[src/rtl/core/hmmd_pkg.sv]
// ----------------------------------------------------------------------------
// hmmd_pkg: shared types and codes for the memory map / MBC decoder
// Region codes, mapper kinds, register indexes and the result record.
// ----------------------------------------------------------------------------
package hmmd_pkg;

  // Target regions reported with each access
  typedef enum logic [3:0] {
    REGION_ROM    = 4'd0,
    REGION_CRAM   = 4'd1,
    REGION_VRAM   = 4'd2,
    REGION_WRAM   = 4'd3,
    REGION_OAM    = 4'd4,
    REGION_IO     = 4'd5,
    REGION_HRAM   = 4'd6,
    REGION_IE     = 4'd7,
    REGION_FIXED  = 4'd8,
    REGION_MAPPER = 4'd9
  } hmmd_region_e;

  // Cartridge mapper kinds; other codes ignore mapper writes
  localparam logic [2:0] KIND_NONE = 3'd0;
  localparam logic [2:0] KIND_MBC1 = 3'd1;
  localparam logic [2:0] KIND_MBC2 = 3'd2;
  localparam logic [2:0] KIND_MBC3 = 3'd3;
  localparam logic [2:0] KIND_MBC5 = 3'd4;

  // Configuration register indexes
  localparam int unsigned CfgIdxW = 2;
  localparam logic [CfgIdxW-1:0] CFG_MAPPER_KIND = 2'd0;
  localparam logic [CfgIdxW-1:0] CFG_ROM_BANKS   = 2'd1;
  localparam logic [CfgIdxW-1:0] CFG_CRAM_BYTES  = 2'd2;
  localparam int unsigned CfgDataW = 18;

  // Mapper register set
  typedef struct packed {
    logic [8:0] rom_page;
    logic [3:0] ram_page;
    logic       ram_en;
  } hmmd_mapper_t;

  // One result item
  typedef struct packed {
    hmmd_region_e region;
    logic [22:0]  physical_offset;
    logic [7:0]   fixed_data;
    logic [8:0]   current_rom_bank;
    logic [3:0]   current_ram_bank;
    logic         ram_enable_flag;
  } hmmd_result_t;

endpackage

[src/rtl/core/handheld_memory_map_mbc_decoder_top.sv]
// ----------------------------------------------------------------------------
// handheld_memory_map_mbc_decoder_top: memory map decoder with MBC mapper
// Decodes bus accesses to region and offset and tracks the mapper registers.
//
//   channel | direction | handshake             | payload
//   --------+-----------+-----------------------+-------------------------------
//   in      | input     | in_valid_i/in_ready_o | operation, address, write_data,
//           |           |                       | vram_bank_sel, wram_bank_sel
//   out     | output    | out_valid_o/out_ready_i | region, physical_offset,
//           |           |                       | fixed_data, banks, ram enable
//   cfg     | input     | cfg_we_i              | cfg_index_i, cfg_wdata_i
//
// One access per cycle while the skid entry is empty; each result is registered
// in the output register, or in the skid entry while the output is stalled. The
// decode and mapper update are combinational ahead of the result register.
// A two-entry output stage (result register plus skid) keeps the input open
// while one result waits. Reset clears mapper and config to defaults.
// ----------------------------------------------------------------------------
module handheld_memory_map_mbc_decoder_top (
  input  logic                          clk_i,
  input  logic                          rst_ni,
  input  logic                          cfg_we_i,
  input  logic [hmmd_pkg::CfgIdxW-1:0]  cfg_index_i,
  input  logic [hmmd_pkg::CfgDataW-1:0] cfg_wdata_i,
  input  logic                          in_valid_i,
  output logic                          in_ready_o,
  input  logic                          operation_i,
  input  logic [15:0]                   address_i,
  input  logic [7:0]                    write_data_i,
  input  logic                          vram_bank_sel_i,
  input  logic [2:0]                    wram_bank_sel_i,
  output logic                          out_valid_o,
  input  logic                          out_ready_i,
  output logic [3:0]                    region_o,
  output logic [22:0]                   physical_offset_o,
  output logic [7:0]                    fixed_data_o,
  output logic [8:0]                    current_rom_bank_o,
  output logic [3:0]                    current_ram_bank_o,
  output logic                          ram_enable_flag_o
);
  import hmmd_pkg::*;

  logic [2:0]   kind_q;
  logic [9:0]   rom_banks_q;
  logic [17:0]  cram_bytes_q;
  logic         in_fire, out_fire;
  hmmd_mapper_t map_cur, map_nxt;
  hmmd_region_e dec_region;
  logic [22:0]  dec_offset;
  logic [7:0]   dec_fixed;
  hmmd_result_t res_new;
  hmmd_result_t out_q, skid_q;
  logic         out_valid_q, skid_valid_q;

  assign in_ready_o = !skid_valid_q;
  assign in_fire    = in_valid_i && in_ready_o;
  assign out_fire   = out_valid_q && out_ready_i;

  // Configuration registers
  always_ff @(posedge clk_i or negedge rst_ni) begin
    if (!rst_ni) begin
      kind_q       <= KIND_NONE;
      rom_banks_q  <= 10'd2;
      cram_bytes_q <= '0;
    end else if (cfg_we_i) begin
      case (cfg_index_i)
        CFG_MAPPER_KIND: kind_q       <= cfg_wdata_i[2:0];
        CFG_ROM_BANKS:   rom_banks_q  <= cfg_wdata_i[9:0];
        CFG_CRAM_BYTES:  cram_bytes_q <= cfg_wdata_i;
        default: ;
      endcase
    end
  end

  // Mapper registers update on accepted writes below 8000
  hmmd_mapper u_mapper (
    .clk_i     (clk_i),
    .rst_ni    (rst_ni),
    .wr_en_i   (in_fire && operation_i && !address_i[15]),
    .wr_addr_i (address_i[14:0]),
    .wr_data_i (write_data_i),
    .kind_i    (kind_q),
    .cur_o     (map_cur),
    .nxt_o     (map_nxt)
  );

  hmmd_decode u_decode (
    .is_write_i   (operation_i),
    .addr_i       (address_i),
    .vram_bank_i  (vram_bank_sel_i),
    .wram_bank_i  (wram_bank_sel_i),
    .rom_banks_i  (rom_banks_q),
    .cram_bytes_i (cram_bytes_q),
    .map_i        (map_cur),
    .region_o     (dec_region),
    .offset_o     (dec_offset),
    .fixed_o      (dec_fixed)
  );

  // Assemble the result with the mapper state after this access
  always_comb begin
    res_new.region           = dec_region;
    res_new.physical_offset  = dec_offset;
    res_new.fixed_data       = dec_fixed;
    res_new.current_rom_bank = map_nxt.rom_page;
    res_new.current_ram_bank = map_nxt.ram_page;
    res_new.ram_enable_flag  = map_nxt.ram_en;
  end

  // Output register and skid stage: drain skid first, else load the new transfer
  always_ff @(posedge clk_i or negedge rst_ni) begin
    if (!rst_ni) begin
      out_valid_q  <= 1'b0;
      skid_valid_q <= 1'b0;
    end else if (skid_valid_q) begin
      if (out_fire) begin
        skid_valid_q <= 1'b0;
      end
    end else if (in_fire) begin
      if (out_valid_q && !out_ready_i) begin
        skid_valid_q <= 1'b1;
      end else begin
        out_valid_q <= 1'b1;
      end
    end else if (out_fire) begin
      out_valid_q <= 1'b0;
    end
  end

  // Payload registers
  always_ff @(posedge clk_i) begin
    if (skid_valid_q) begin
      if (out_fire) out_q <= skid_q;
    end else if (in_fire) begin
      if (out_valid_q && !out_ready_i) skid_q <= res_new;
      else                             out_q  <= res_new;
    end
  end

  assign out_valid_o        = out_valid_q;
  assign region_o           = out_q.region;
  assign physical_offset_o  = out_q.physical_offset;
  assign fixed_data_o       = out_q.fixed_data;
  assign current_rom_bank_o = out_q.current_rom_bank;
  assign current_ram_bank_o = out_q.current_ram_bank;
  assign ram_enable_flag_o  = out_q.ram_enable_flag;

endmodule

[src/rtl/core/hmmd_mapper.sv]
// ----------------------------------------------------------------------------
// hmmd_mapper: cartridge mapper registers
// Holds ROM bank, RAM bank and RAM enable and applies MBC1/2/3/5 write rules.
// ----------------------------------------------------------------------------
module hmmd_mapper (
  input  logic                  clk_i,
  input  logic                  rst_ni,
  input  logic                  wr_en_i,
  input  logic [14:0]           wr_addr_i,
  input  logic [7:0]            wr_data_i,
  input  logic [2:0]            kind_i,
  output hmmd_pkg::hmmd_mapper_t cur_o,
  output hmmd_pkg::hmmd_mapper_t nxt_o
);
  import hmmd_pkg::*;

  hmmd_mapper_t state_q, state_d;
  logic         enable;
  logic [4:0]   lo5;
  logic [3:0]   lo4;
  logic [6:0]   lo7;

  // MBC1/2/3 ROM bank values of zero select bank one
  assign enable = (wr_data_i[3:0] == 4'hA);
  assign lo5    = (wr_data_i[4:0] == 5'd0) ? 5'd1 : wr_data_i[4:0];
  assign lo4    = (wr_data_i[3:0] == 4'd0) ? 4'd1 : wr_data_i[3:0];
  assign lo7    = (wr_data_i[6:0] == 7'd0) ? 7'd1 : wr_data_i[6:0];

  // Decode the write by mapper kind and address window
  always_comb begin
    state_d = state_q;
    if (wr_en_i) begin
      case (kind_i)
        KIND_MBC1: begin
          case (wr_addr_i[14:13])
            2'b00:   state_d.ram_en   = enable;
            2'b01:   state_d.rom_page = {2'b00, state_q.rom_page[6:5], lo5};
            2'b10:   state_d.ram_page = {2'b00, wr_data_i[1:0]};
            default: ;
          endcase
        end
        KIND_MBC2: begin
          if (!wr_addr_i[14]) begin
            if (wr_addr_i[8]) state_d.rom_page = {5'd0, lo4};
            else              state_d.ram_en   = enable;
          end
        end
        KIND_MBC3: begin
          case (wr_addr_i[14:13])
            2'b00:   state_d.ram_en   = enable;
            2'b01:   state_d.rom_page = {2'b00, lo7};
            2'b10:   state_d.ram_page = wr_data_i[3:0];
            default: ;
          endcase
        end
        KIND_MBC5: begin
          case (wr_addr_i[14:13])
            2'b00: state_d.ram_en = enable;
            2'b01: begin
              if (!wr_addr_i[12]) state_d.rom_page = {state_q.rom_page[8], wr_data_i};
              else state_d.rom_page = {wr_data_i[0], state_q.rom_page[7:0]};
            end
            2'b10:   state_d.ram_page = wr_data_i[3:0];
            default: ;
          endcase
        end
        default: ;
      endcase
    end
  end

  // Hold the mapper registers
  always_ff @(posedge clk_i or negedge rst_ni) begin
    if (!rst_ni) begin
      state_q <= '{rom_page: 9'd1, ram_page: 4'd0, ram_en: 1'b0};
    end else begin
      state_q <= state_d;
    end
  end

  assign cur_o = state_q;
  assign nxt_o = state_d;

endmodule

[src/rtl/core/hmmd_decode.sv]
// ----------------------------------------------------------------------------
// hmmd_decode: bus address decoder
// Maps one access to a region and byte offset, or to a fixed read value.
// ----------------------------------------------------------------------------
module hmmd_decode (
  input  logic                   is_write_i,
  input  logic [15:0]            addr_i,
  input  logic                   vram_bank_i,
  input  logic [2:0]             wram_bank_i,
  input  logic [9:0]             rom_banks_i,
  input  logic [17:0]            cram_bytes_i,
  input  hmmd_pkg::hmmd_mapper_t map_i,
  output hmmd_pkg::hmmd_region_e region_o,
  output logic [22:0]            offset_o,
  output logic [7:0]             fixed_o
);
  import hmmd_pkg::*;

  logic [2:0]  wbank;
  logic [9:0]  rom_mask;
  logic [8:0]  rom_sel;
  logic [16:0] cram_off;

  // Work RAM bank zero acts as bank one
  assign wbank    = (wram_bank_i == 3'd0) ? 3'd1 : wram_bank_i;
  assign rom_mask = rom_banks_i - 10'd1;
  assign rom_sel  = map_i.rom_page & rom_mask[8:0];
  assign cram_off = {map_i.ram_page, addr_i[12:0]};

  // Walk the memory map in address order
  always_comb begin
    region_o = REGION_FIXED;
    offset_o = '0;
    fixed_o  = 8'hFF;
    if (is_write_i && !addr_i[15]) begin
      region_o = REGION_MAPPER;
      offset_o = {7'd0, addr_i};
    end else if (addr_i < 16'h4000) begin
      region_o = REGION_ROM;
      offset_o = {9'd0, addr_i[13:0]};
    end else if (addr_i < 16'h8000) begin
      if ({1'b0, rom_sel} < rom_banks_i) begin
        region_o = REGION_ROM;
        offset_o = {rom_sel, addr_i[13:0]};
      end
    end else if (addr_i < 16'hA000) begin
      region_o = REGION_VRAM;
      offset_o = {9'd0, vram_bank_i, addr_i[12:0]};
    end else if (addr_i < 16'hC000) begin
      if (map_i.ram_en && ({1'b0, cram_off} < cram_bytes_i)) begin
        region_o = REGION_CRAM;
        offset_o = {6'd0, cram_off};
      end
    end else if (addr_i < 16'hFE00) begin
      // Bank 0 window at C000/E000, switchable window at D000/F000
      region_o = REGION_WRAM;
      if (addr_i[12]) offset_o = {8'd0, wbank, addr_i[11:0]};
      else            offset_o = {11'd0, addr_i[11:0]};
    end else if (addr_i < 16'hFEA0) begin
      region_o = REGION_OAM;
      offset_o = {15'd0, addr_i[7:0]};
    end else if (addr_i < 16'hFF00) begin
      fixed_o = 8'h00;
    end else if (addr_i < 16'hFF80) begin
      region_o = REGION_IO;
      offset_o = {15'd0, addr_i[7:0]};
    end else if (addr_i != 16'hFFFF) begin
      region_o = REGION_HRAM;
      offset_o = {16'd0, addr_i[6:0]};
    end else begin
      region_o = REGION_IE;
      offset_o = 23'h7F;
    end
    if (region_o != REGION_FIXED) fixed_o = 8'h00;
  end

endmodule
[config.mk]
export PLATFORM = sky130hd
export DESIGN_NAME = handheld_memory_map_mbc_decoder_top
export DESIGN_NICKNAME = d
export VERILOG_FILES = /design/src/rtl/core/hmmd_pkg.sv /design/src/rtl/core/handheld_memory_map_mbc_decoder_top.sv /design/src/rtl/core/hmmd_mapper.sv /design/src/rtl/core/hmmd_decode.sv
export SDC_FILE = /design/constraint.sdc
export NUM_CORES = 1
export LEC_CHECK = 0
export BUFFER_PORTS_ARGS = -buffer_cell sky130_fd_sc_hd__buf_4
export CAP_MARGIN = 40
export CELL_PAD_IN_SITES_DETAIL_PLACEMENT = 0
export CELL_PAD_IN_SITES_GLOBAL_PLACEMENT = 2
export CORE_MARGIN = 5
export CORE_UTILIZATION = 38
export CTS_BUF_LIST = sky130_fd_sc_hd__clkbuf_16
export DETAILED_ROUTE_END_ITERATION = 16
export HOLD_SLACK_MARGIN = 0.03
export PLACE_DENSITY = 0.79
export SETUP_SLACK_MARGIN = 0.4
export SYNTH_ARGS = -nofsm -noshare
export SYNTH_HDL_FRONTEND = slang
export SYNTH_SLANG_ARGS = --single-unit
[constraint.sdc]
create_clock -name clk_i -period 4.1 [get_ports clk_i]
set_input_delay 0.41 -clock clk_i [delete_from_list [all_inputs] [get_ports clk_i]]
set_output_delay 0.41 -clock clk_i [all_outputs]
set_load 0.02 [all_outputs]
==> load_flow_metrics.sql <==
INSERT INTO impl_metrics (metric_group, metric, value, unit) VALUES
('run_status', 'outcome', 'completed', ''),
('timing', 'report.final.slew_viol_count', '0', ''),
('placement', 'place.gp.congestion', '0.836', ''),
('placement', 'dp_hpwl', '12.5', 'mm'),
('critical_path', 'crit_path_end_kind', 'flip-flop', ''),
('drt', 'vias_per_cell', '5.21', ''),
('drt', 'post_drt_wl_per_cell', '19.2', 'um'),
('floorplan', 'start_util', '38.6', '%'),
('synth', 'synth_top_flop_cell', 'edfxtp_1', ''),
('synth', 'synth_common_cells', 'edfxtp_1 (84), mux2_2 (53), dfrtp_1 (45)', ''),
('timing', 'postLayoutSetupSlackWorst', '0.651', 'ns'),
('finish', 'area_growth_syn_to_layout', '23.9', '%'),
('finish', 'register_area', '3700', 'um^2'),
('synth', 'yosys.area.top_type_share', '38.0', '%'),
('timing', 'final_hold_fails', '0', ''),
('global_route', 'grt_remaining_overflow', '0', ''),
('power', 'p_total', '5.09', 'mW'),
('clock_tree', 'clk_pin_slew_worst_paths', '0.06', 'ns'),
('synth', 'ys_seq_area_share', '55.7', '%'),
('critical_path', 'arrival', '3.63', 'ns'),
('flow_run', 'maxCapViolations', '0', ''),
('global_route', 'grt_first_pass_wirelength', '27.0', 'mm'),
('finish', 'diodes', '0', ''),
('synth', 'share_of_the_synthesized_area_in_compound_gates_ao_oa_aoi_oai', '12.1', '%'),
('clock_tree', 'cts_buffer_depth', '2', ''),
('power', 'switchingPower', '1.69', 'mW'),
('floorplan', 'boundaryPins', '105', ''),
('power', 'power_leakage', '3.37', 'nW'),
('critical_path', 'critical_path_peak_fanout', '10', ''),
('clock_tree', 'number_of_buffers_added_by_the_clock_tree_synthesis_step', '17', ''),
('synth', 'netlist.top_cell.by_area', 'edfxtp_1', ''),
('critical_path', 'startpoint_type', 'flip-flop', ''),
('synth', 'yosys.cell_count.top_type', 'edfxtp_1', ''),
('drt', 'dr.first_iter.drc_count', '276', ''),
('synth', 'synthMuxAreaShare', '9.21', '%'),
('placement', 'io_buffers', '104', ''),
('drt', 'drt-total-wl', '17.2', 'mm'),
('min_path', 'worst_min_delay_path_category', 'input port to async pin', ''),
('finish', 'multiInputGateArea', '2690', 'um^2'),
('timing', 'rsz0062_at_grt', 'no', ''),
('clock_tree', 'cts_tree', 'built', ''),
('finish', 'final_cells', '892', ''),
('synth', 'synth-async-reset-ratio', '35.9', '%'),
('clock_tree', 'clock_sinks', '131', ''),
('power', 'sw_frac_of_total', '33.1', '%'),
('clock_tree', 'cts.root.buffer_cell', 'clkbuf_16', ''),
('finish', 'drive_above_1_share', '33.0', '%'),
('drt', 'detail-route-antenna-nets', '0', ''),
('clock_tree', 'worstSkewPairLatency', '0.42', 'ns'),
('synth', 'syn-instance-count', '554', ''),
('power', 'power_report.internal_total', '3.40', 'mW'),
('synth', 'synth_top_family_by_area', 'simple AND/OR/NAND/NOR gates', ''),
('power', 'power.clock.fraction', '28.7', '%'),
('timing', 'timing.clock.skew', '0.00885', 'ns'),
('finish', 'fill_cells', '1586', ''),
('drt', 'route.detailed.drc', '0', ''),
('floorplan', 'fp.dieArea', '20200', 'um^2'),
('floorplan', 'chipWidth', '142', 'um'),
('synth', 'number_of_synthesized_register_bits', '131', ''),
('floorplan', 'fp-row-count', '48', ''),
('placement', 'preCtsSetupSlack', '0.353', 'ns'),
('drt', 'routed-via-count', '4644', ''),
('timing', 'fin_tns_setup', '0', 'ns'),
('power', 'power.density', '618', 'nW/um^2'),
('synth', 'synth_edf_count', '84', ''),
('floorplan', 'die_height', '142', 'um'),
('timing', 'report.final.setup_viol', '0', ''),
('synth', 'synth_top_cells_by_area', 'edfxtp_1 (38%), dfrtp_1 (17%), mux2_2 (9.0%), ha_1 (4.1%), nand2_1 (2.3%)', ''),
('synth', 'synth_cell_type_count', '66', ''),
('synth', 'synth.avg_cell_area', '12.0', 'um^2'),
('critical_path', 'setup.reg_to_reg.worst_slack', '0.65', 'ns');
-- sequential cells by signal, indices dropped and copies added (netlist names) --
name / count
skid_valid_q: 1
rom_banks_q: 10
skid_q: 42
u_mapper.cur_o: 14
region_o: 4
fixed_data_o: 1
kind_q: 3
ram_enable_flag_o: 1
physical_offset_o: 23
out_valid_o: 1
cram_bytes_q: 18
current_rom_bank_o: 9
current_ram_bank_o: 4
-- repair_timing --
action | in CTS | in global routing
endpoints found under the hold margin | 0 | 0
setup buffers | 0 | 1
endpoints found under the setup margin | 11 | 30
pin swaps | 0 | 1
gates cloned | 0 | 0
gates resized for setup | 1 | 2
-- logic make-up (layout without fill, tap and decap cells) --
group / after synthesis / count (layout)
AO/OA/AOI/OAI: 112 / 112
multiplexers: 54 / 54
buffers and inverters: 68 / 181
flip-flops: 131 / 131
AND/OR/NAND/NOR: 159 / 159
XOR/XNOR: 8 / 8
adder cells (fa/ha/maj): 22 / 22
-- cell type report --
| type | instances | area share [%] |
|---|---|---|
| repair buffers | 111 | 10.3 |
| well taps | 225 | 3.42 |
| multi-input cells | 355 | 32.7 |
| clock buffers | 17 | 5.17 |
| clock inverters | 15 | 1.75 |
| flip-flops and latches | 131 | 44.9 |
| inverters | 38 | 1.73 |
-- layout by cell type, fill, tap and decap left out, types with 22 or more instances in the layout --
cell type	n
buf_4	109
o21ai_0	22
nand2_1	40
and2_1	23
mux2_2	53
ha_1	22
dfrtp_1	45
inv_1	38
a21oi_1	26
nor2_1	25
edfxtp_1	84
-- per-stage QoR --
step                      area (um^2)  hold slack, ns  util, %
final                            8230          0.0195     47.8
after detailed placement         7620           0.487     44.2
after CTS                        8200          0.0314     47.6
after floorplan                  6650           0.114        -
after global routing             8230          0.0681     47.8
after global placement           7610           0.479     44.1
-- critical path, cell delays in order (launching register included) --
cell and delay (ns):
dfrtp_1 0.44, or2_2 0.36, nor4_1 0.24, xnor2_1 0.09
and2_1 0.17, ha_1 0.27, o221ai_1 0.10, a211oi_1 0.52
a31oi_4 0.22, a31oi_4 0.32, o21ai_2 0.19, a31o_2 0.28
-- power by group through the flow --
stage / clock, mW / sequential (mW) / combinational [mW]
after floorplan: 0 / 2.24 / 0.788
after global placement: 0 / 2.04 / 1.60
after detailed placement: 0 / 2.05 / 1.61
after CTS: 1.50 / 2.03 / 1.62
after global routing: 1.56 / 2.06 / 1.73
final: 1.46 / 2.02 / 1.60
-- per-layer routing --
metal | track usage [%] | share of wire (%) | routed length, um | vias up
li1 | - | - | - | 2232
met1 | 23.9 | 46 | 7870 | 2266
met2 | 27.6 | 47 | 8050 | 122
met3 | 4.07 | 4.8 | 831 | 24
met4 | 6.36 | 2.3 | 397 | 0
met5 | 0 | 0 | 0 | -
-- path summary, 6_finish.rpt --
kind                                   from                   end  cells past startpoint
hold / removal                       rst_ni     u_mapper.cur_o[1]                      1
min in group clk_i              out_ready_i          skid_valid_q                      2
setup / recovery             rom_banks_q[0]  physical_offset_o[8]                     11
max in group asynchronous            rst_ni        rom_banks_q[8]                      1
setup reg to reg             rom_banks_q[0]  physical_offset_o[8]                     11
hold reg to reg            cram_bytes_q[11]      cram_bytes_q[11]                      1
No activity file was read; power rests on OpenSTA's default activity.
